==> src/scb_ram.sv <==
// Generic single-write, single-read synchronous RAM with registered read data.
// No dependencies.
module scb_ram #(
  parameter int unsigned WIDTH = 8,
  parameter int unsigned DEPTH = 16
) (
  input  logic                                   clk_i,
  input  logic                                   we_i,
  input  logic [(DEPTH > 1 ? $clog2(DEPTH) : 1)-1:0] waddr_i,
  input  logic [WIDTH-1:0]                       wdata_i,
  input  logic                                   re_i,
  input  logic [(DEPTH > 1 ? $clog2(DEPTH) : 1)-1:0] raddr_i,
  output logic [WIDTH-1:0]                       rdata_o
);

  logic [WIDTH-1:0] mem_q [DEPTH];

  // Write port and registered read port; read data holds between reads.
  always_ff @(posedge clk_i) begin
    if (we_i) begin
      mem_q[waddr_i] <= wdata_i;
    end
    if (re_i) begin
      rdata_o <= mem_q[raddr_i];
    end
  end

endmodule

==> config.mk <==
export PLATFORM = sky130hd
export DESIGN_NAME = scb_ram
export DESIGN_NICKNAME = d
export VERILOG_FILES = /design/src/scb_ram.sv
export SDC_FILE = /design/constraint.sdc
export NUM_CORES = 1
export LEC_CHECK = 0
export BUFFER_PORTS_ARGS = -buffer_cell sky130_fd_sc_hd__clkbuf_2
export CAP_MARGIN = 20
export CORE_MARGIN = 2
export CORE_UTILIZATION = 60
export DETAILED_ROUTE_END_ITERATION = 10
export GPL_TIMING_DRIVEN = 0
export PLACE_DENSITY_LB_ADDON = 0.25
export RECOVER_POWER = 25
export SLEW_MARGIN = 25
export SYNTH_ARGS = -nofsm -noshare
export SYNTH_HDL_FRONTEND = slang
export SYNTH_SLANG_ARGS = --single-unit
==> constraint.sdc <==
create_clock -name clk_i -period 2.5 [get_ports clk_i]
set_input_delay 0.375 -clock clk_i [delete_from_list [all_inputs] [get_ports clk_i]]
set_output_delay 0.375 -clock clk_i [all_outputs]
set_load 0.1 [all_outputs]
==> results of run 1 <==
-- metal layers --
| layer | global-route usage | vias up |
|---|---|---|
| li1 | - | 1075 |
| met1 | 0.324 | 1269 |
| met2 | 0.368 | 117 |
| met3 | 0.0489 | 2 |
| met4 | 0.0801 | 0 |
| met5 | 0 | - |
-- registers in the layout, indices dropped and copies added (netlist names) --
signal	flops
mem_q	128
rdata_o	8
-- stage by stage --
stage	utilization	total power (W)	worst slack (ns)	std cells
5_1_grt	0.710	0.00554	0.798	393
4_1_cts	0.711	0.00542	0.811	393
2_1_floorplan	-	0.00284	0.632	229
6_report	0.710	0.00539	0.843	393
3_3_place_gp	0.639	0.00293	0.149	362
3_5_place_dp	0.641	0.00295	0.448	362
-- cell type report --
type,instances,area [µm²],area share
buffer,10,86.3,0.0142
clock buffer,19,422,0.0691
clock inverter,12,178,0.0291
multi-input combinational,83,1080,0.177
sequential,136,4080,0.670
tap,108,135,0.0222
timing repair buffer,25,116,0.0191
-- cell usage in the layout, fill, tap and decap left out --
cell type / Yosys / final
a22oi_1: 16 / 16
buf_2: 3 / 3
and2_1: 1 / 1
clkbuf_2: 0 / 18
clkinv_1: 0 / 1
nand2b_1: 2 / 2
buf_6: 3 / 3
clkbuf_1: 0 / 9
edfxtp_1: 136 / 136
clkbuf_8: 0 / 1
buf_4: 1 / 1
mux4_2: 18 / 18
clkinvlp_4: 0 / 3
clkinv_4: 0 / 3
nor2b_1: 1 / 1
or3b_2: 1 / 1
nor2_1: 13 / 13
mux4_1: 14 / 14
nand2_1: 9 / 9
clkdlybuf4s25_2: 3 / 3
clkinv_2: 0 / 1
and2b_1: 1 / 1
nand3b_1: 2 / 2
nor3_2: 0 / 4
bufinv_16: 0 / 4
nand3_1: 1 / 1
clkbuf_16: 0 / 16
-- final timing paths --
check / startpoint / to / depth (start not counted)
worst min-delay path: re_i / rdata_o[3] / 1
worst min register to register: mem_q[11][0] / rdata_o[0] / 3
worst max-delay path: rdata_o[3] / rdata_o[3] / 1
worst max register to register: mem_q[4][7] / rdata_o[7] / 3
-- synthesized netlist by cell type --
cell	instances	share of area
nand2b_1	2	0.0024
and2b_1	1	0.0014
nand3_1	1	0.00096
buf_6	3	0.0065
a22oi_1	16	0.023
mux4_2	18	0.078
nor2b_1	1	0.0012
buf_2	3	0.0029
clkdlybuf4s25_2	3	0.0057
nand2_1	9	0.0065
nand3b_1	2	0.0029
mux4_1	14	0.070
and2_1	1	0.0012
nor3_1	4	0.0038
or3b_2	1	0.0017
nor2_1	13	0.0093
buf_4	1	0.0014
edfxtp_1	136	0.78
-- kinds of logic (layout without fill, tap and decap cells) --
group | after synthesis | count (layout) | synth area share
AO/OA/AOI/OAI | 16 | 16 | 0.0230
multiplexers | 32 | 32 | 0.148
buffers and inverters | 10 | 66 | 0.0165
AND/OR/NAND/NOR | 35 | 35 | 0.0314
flip-flops | 136 | 136 | 0.781
-- power breakdown --
group | internal [W] | switching (W) | total, W
clock network | 0.00161 | 0.000877 | 0.00249
registers | 0.00257 | 0.0000134 | 0.00258
logic | 0.0000969 | 0.000222 | 0.000319
==> impl_metrics.yaml, run 1 <==
timing:
  fin_crit_sh: 0.663
  rsz0062_at_grt: "false"
  tightest_slew_ns: 0.808
  slew_headroom: 0.460
  maxSlewViolCount: 0
  fmax_mhz: 603
  totalNegativeSetupSlack_ns: 0
  setup-violations-final: 0
  hold-worst-slack_ns: 0.323
  skew_ns: 0.0112
  finalCriticalPeriod_ns: 1.66
  final_hold_viol_count: 0
placement:
  place_congestion: 0.673
  dpl_cell_area_mm2: 0.00551
  portBuffers: 25
  hpwlAfterDp_um: 6020
clock_tree:
  cts_resized: 0
  cts_tree: "yes"
  cts_setup_buffers: 0
  cts.clk_slew.worst_paths_ns: 0.06
  cts_htree_levels: 4
  clock_sinks: 136
  clk_path_buf_depth: 2
  cts_buffers: 17
  hold_buffers: 0
  cts_root_buffer: "clkbuf_8"
  insertion_delay_ns: 0.49
pwr:
  cellPowerDensity_mw_per_mm2: 884
  p_leak_nw: 2.02
  vdd_drop_max_mv: 0.533
routing:
  drcViolationCount: 0
  met1Wirelength_um: 4040
  routed_wl_um: 10200
  drt_first_iter_violations: 248
  ant_nets: 0
  routed.top_layer: "met4"
  wl_met3_um: 824
  dr.pass1.iters: 5
  wl_met2_um: 5240
  vias: 2463
  routedWlPerCell_um: 25.9
  vias_per_cell: 6.27
grt:
  grt_max_degree: 17
  grt_overflow: 0
  grt_pass1_wl_um: 15300
  antenna_found_initial: 0
  grt_pass1_vias: 2491
  track_usage: 0.230
die:
  die_h_um: 97.3
  num_rows: 34
  core_mm2: 0.00859
  dieArea_mm2: 0.00948
  fp.dieW_um: 97.3
  io_pins: 27
  initial_utilization: 0.608
logic_synthesis:
  ys_seq_area_frac: 0.781
  synth_cell_types: 18
  avgSynthCellArea_um2: 22.8
  syn_nets: 248
  ys_warn_count: 0
  synth_area_mm2: 0.00523
  synth_cells: 229
  ys_ff_latch: 136
layout:
  nets: 292
  fin_area_mm2: 0.00610
  drive_above_1_share: 0.277
  diodes: 0
  area_growth_pct: 16.7
  fillCellCount: 497
run_status:
  status: "completed"
setup_path:
  reg2reg_slack_ns: 0.98
  crit_required_ns: 2.12
  critPathCaptureType: "primary output"
  crit_arrival_ns: 1.28
  crit_fanout: 1
  worstSetupPathType: "reg2out"
  crit_buf_inv: 1
  critPathSlowestCell: "clkbuf_2"
  cp_cell_sequence: "clkbuf_2"
  cp-start-kind: "flip-flop"
  cp_top_family: "buffers and inverters"
  slowest_delay_ns: 0.45
min_path:
  hold_class: "in2reg"
run:
  cap_violations: 0
(Power assumes the default switching activity.)
==> run 2, diff against run 1 <==
==> constraint.sdc (replaced) <==
create_clock -name clk_i -period 1.6 [get_ports clk_i]
set_input_delay 0.24 -clock clk_i [delete_from_list [all_inputs] [get_ports clk_i]]
set_output_delay 0.24 -clock clk_i [all_outputs]
set_load 0.1 [all_outputs]
==> impl_metrics.yaml, run 2 (synthesis results as in run 1) <==
run_status:
  status: "completed"
pwr:
  p_leak_nw: 2.03
  cellPowerDensity_mw_per_mm2: 1400
  vdd_drop_max_mv: 0.946
clock_tree:
  cts_resized: 0
  hold_buffers: 0
  cts.clk_slew.worst_paths_ns: 0.06
  clk_path_buf_depth: 2
  cts_root_buffer: "clkbuf_8"
  cts_tree: "yes"
  insertion_delay_ns: 0.52
  cts_buffers: 17
  cts_setup_buffers: 0
  clock_sinks: 136
  cts_htree_levels: 4
die:
  fp.dieW_um: 97.3
  core_mm2: 0.00859
  num_rows: 34
  io_pins: 27
  die_h_um: 97.3
  dieArea_mm2: 0.00948
  initial_utilization: 0.608
routing:
  drt_first_iter_violations: 294
  dr.pass1.iters: 4
  drcViolationCount: 0
  vias_per_cell: 6.29
  routed_wl_um: 10200
  ant_nets: 0
  vias: 2478
  routedWlPerCell_um: 26.0
layout:
  final_cell_mix: "136 x edfxtp_1, 18 x mux4_2, 18 x clkbuf_2, 16 x a22oi_1, 16 x clkbuf_16"
  layout_commonest_cell: "edfxtp_1"
  top_register: "mem_q"
  diodes: 0
  nets: 292
  area_growth_pct: 17.0
  largest_reg_flops: 128
  drive_above_1_share: 0.287
  reg_top3: "mem_q: 128 flops, rdata_o: 8 flops"
placement:
  dp_worst_setup_slack_ns: -0.312
  portBuffers: 25
  hpwlAfterDp_um: 6050
  place_congestion: 0.691
timing:
  layout_setup_ws_ns: 0.0152
  slew_headroom: 0.473
  tightest_slew_ns: 0.791
  fin_crit_sh: 0.990
  rsz0062_at_grt: "false"
  skew_ns: 0.00620
  hold-worst-slack_ns: 0.157
  final_hold_viol_count: 0
  finalCriticalPeriod_ns: 1.58
  totalNegativeSetupSlack_ns: 0
  fmax_mhz: 631
  setup-violations-final: 0
  maxSlewViolCount: 0
grt:
  track_usage: 0.230
  grt_overflow: 0
  grt_max_degree: 17
  grt_pass1_vias: 2465
  antenna_found_initial: 0
  grt_pass1_wl_um: 15100
setup_path:
  critPathCaptureType: "flip-flop"
  crit_arrival_ns: 1.85
  crit_required_ns: 1.86
  cp-start-kind: "flip-flop"
  crit_fanout: 1
  worstSetupPathType: "reg2reg"
min_path:
  hold_class: "in2reg"
run:
  cap_violations: 0
## run 2: through the flow
step           total power (W)  cells  utilization  cell area (µm²)
2_1_floorplan          0.00443    229            -             5230
3_3_place_gp           0.00458    362        0.639             5490
5_1_grt                0.00876    394        0.712             6110
6_report               0.00856    394        0.712             6110
3_5_place_dp           0.00461    362        0.641             5510
4_1_cts                0.00857    394        0.713             6120
## run 2: where the power goes
group          total [W]  switching [W]  internal, W
registers        0.00404      0.0000217      0.00402
logic           0.000501       0.000349     0.000151
clock network    0.00402        0.00148      0.00254
total            0.00856        0.00185      0.00671
## run 2: path summary, 6_finish.rpt
path                            slack, ns          to   startpoint  cells after the start
worst max-delay path                 0.02  rdata_o[3]  mem_q[6][3]                      3
worst min-delay path                 0.16  rdata_o[3]         re_i                      1
worst max register to register       0.02  rdata_o[3]  mem_q[6][3]                      3
worst min register to register       0.77  rdata_o[1]  mem_q[8][1]                      3
## run 2: worst max-delay path, cell delays in order (launching register included)
cell	delay (ns)
edfxtp_1	0.40
mux4_1	0.60
a22oi_1	0.24
nand2_1	0.09
## run 2: cell type report
class | count | area (µm²)
fill | 494 | 2480
clock inverter | 14 | 198
buffer | 10 | 86.3
tap | 108 | 135
sequential | 136 | 4080
multi-input combinational | 83 | 1080
clock buffer | 18 | 418
timing repair buffer | 25 | 116
## run 2: routing by layer
metal	global-route usage	up-vias	part of all wire	wire length (µm)
li1	-	1071	-	-
met1	0.329	1256	0.42	4300
met2	0.360	135	0.49	5070
met3	0.0647	16	0.076	778
met4	0.0598	0	0.0095	97
met5	0	-	0	0
==> run 3, diff against run 2 <==
--- a/config.mk
+++ b/config.mk
@@ -7,7 +7,7 @@
 export LEC_CHECK = 0
 export BUFFER_PORTS_ARGS = -buffer_cell sky130_fd_sc_hd__clkbuf_2
 export CAP_MARGIN = 20
-export CORE_MARGIN = 2
+export CORE_MARGIN = 5
 export CORE_UTILIZATION = 60
 export DETAILED_ROUTE_END_ITERATION = 10
 export GPL_TIMING_DRIVEN = 0
==> constraint.sdc (replaced) <==
create_clock -name clk_i -period 1.65 [get_ports clk_i]
set_input_delay 0.2475 -clock clk_i [delete_from_list [all_inputs] [get_ports clk_i]]
set_output_delay 0.2475 -clock clk_i [all_outputs]
set_load 0.1 [all_outputs]
==> impl_metrics.yaml, run 3 (synthesis results as in run 1) <==
run_status:
  status: "completed"
setup_path:
  cp-start-kind: "flip-flop"
  timing.rr.end: "rdata_o[3]"
  cp_top_family: "multiplexers"
  reg2reg_depth: 3
  crit_fanout: 1
  critPathCaptureType: "flip-flop"
  crit_arrival_ns: 1.85
  r2r-start: "mem_q[4][3]"
  reg2reg_slack_ns: 0.07
  crit_required_ns: 1.92
  crit_buf_inv: 0
  worstSetupPathType: "reg2reg"
  critPathSlowestCell: "mux4_1"
  slowest_delay_ns: 0.58
  cp_cell_sequence: "mux4_1 -> a22oi_1 -> nand2_1"
routing:
  drt_first_iter_violations: 211
  routed_wl_um: 9770
  routedWlPerCell_um: 24.9
  vias: 2498
  drcViolationCount: 0
  ant_nets: 0
  vias_per_cell: 6.36
  dr.pass1.iters: 5
die:
  num_rows: 34
  dieArea_mm2: 0.0107
  fp.dieW_um: 103
  core_mm2: 0.00859
  initial_utilization: 0.608
  io_pins: 27
  die_h_um: 103
layout:
  layout_commonest_cell: "edfxtp_1"
  final_cells: 393
  area_growth_pct: 15.5
  largest_reg_flops: 128
  reg_top3: "mem_q: 128 flops, rdata_o: 8 flops"
  final_cell_mix: "136 x edfxtp_1, 20 x clkbuf_2, 18 x mux4_2, 16 x a22oi_1, 16 x clkbuf_16"
  nets: 292
  top_register: "mem_q"
  drive_above_1_share: 0.274
  diodes: 0
timing:
  totalNegativeSetupSlack_ns: 0
  tightest_slew_ns: 0.814
  fmax_mhz: 633
  setup-violations-final: 0
  final_hold_viol_count: 0
  finalCriticalPeriod_ns: 1.58
  maxSlewViolCount: 0
  rsz0062_at_grt: "false"
  fin_crit_sh: 0.957
  skew_ns: 0.00676
  hold-worst-slack_ns: 0.140
  slew_headroom: 0.456
  layout_setup_ws_ns: 0.0713
grt:
  grt_max_degree: 17
  grt_pass1_vias: 2526
  grt_overflow: 0
  grt_pass1_wl_um: 15000
  track_usage: 0.210
  antenna_found_initial: 0
pwr:
  cellPowerDensity_mw_per_mm2: 1290
  p_leak_nw: 2.00
  vdd_drop_max_mv: 1.13
min_path:
  hold_depth: 1
  hold_class: "in2reg"
  min_from: "re_i"
  worstHoldEndpoint: "rdata_o[6]"
clock_tree:
  hold_buffers: 0
  cts_setup_buffers: 0
  cts_resized: 0
  cts.clk_slew.worst_paths_ns: 0.06
  insertion_delay_ns: 0.52
  clk_path_buf_depth: 2
  cts_buffers: 17
  cts_htree_levels: 4
  cts_root_buffer: "clkbuf_8"
  cts_tree: "yes"
  clock_sinks: 136
placement:
  hpwlAfterDp_um: 6010
  dp_worst_setup_slack_ns: -0.263
  dp_cells: 362
  place_congestion: 0.716
  portBuffers: 25
run:
  cap_violations: 0
## run 3: cell count changes in the layout (fill, tap and decap cells not counted), sizes merged
cell,before,now
bufinv,4,2
clkbuf,43,46
clkinv,3,5
clkinvlp,5,3
inv,2,0
## run 3: report_power, final
group          switching (W)  internal [W]  total, W  leakage [nW]
sequential         0.0000182       0.00390   0.00391          1.24
clock                0.00128       0.00212   0.00340         0.253
combinational       0.000335      0.000147  0.000482         0.512
total                0.00164       0.00616   0.00780          2.00
## run 3: stage by stage
stage | util | area [µm²] | total power (W)
3_5_place_dp | 0.641 | 5510 | 0.00447
5_1_grt | 0.702 | 6040 | 0.00803
4_1_cts | 0.703 | 6040 | 0.00785
2_1_floorplan | - | 5230 | 0.00430
3_3_place_gp | 0.639 | 5490 | 0.00445
6_report | 0.702 | 6040 | 0.00780
## run 3: final cells by class
| cell class | count | area (µm²) |
|---|---|---|
| Clock inverter | 10 | 105 |
| Clock buffer | 21 | 429 |
| Fill cell | 530 | 2560 |
| Timing Repair Buffer | 25 | 119 |
| Sequential cell | 136 | 4080 |
| Buffer | 10 | 86.3 |
| Tap cell | 108 | 135 |
| Multi-Input combinational cell | 83 | 1080 |
## run 3: worst max-delay path by stage
stage | startpoint | to | slack, ns | depth (start not counted)
2_1_floorplan | raddr_i[0] | rdata_o[1] | 0.12 | 5
3_3_place_gp | waddr_i[2] | mem_q[8][7] | -0.36 | 3
3_5_place_dp | waddr_i[2] | mem_q[2][0] | -0.26 | 3
4_1_cts | mem_q[4][3] | rdata_o[3] | 0.06 | 3
5_1_grt | mem_q[4][3] | rdata_o[3] | 0.05 | 3
6_report | mem_q[4][3] | rdata_o[3] | 0.07 | 3
## run 3: per-layer routing
layer	vias up	wire length, µm	GRT usage
li1	1067	-	-
met1	1292	4020	0.293
met2	115	4610	0.306
met3	24	891	0.0711
met4	0	257	0.0916
met5	-	0	0
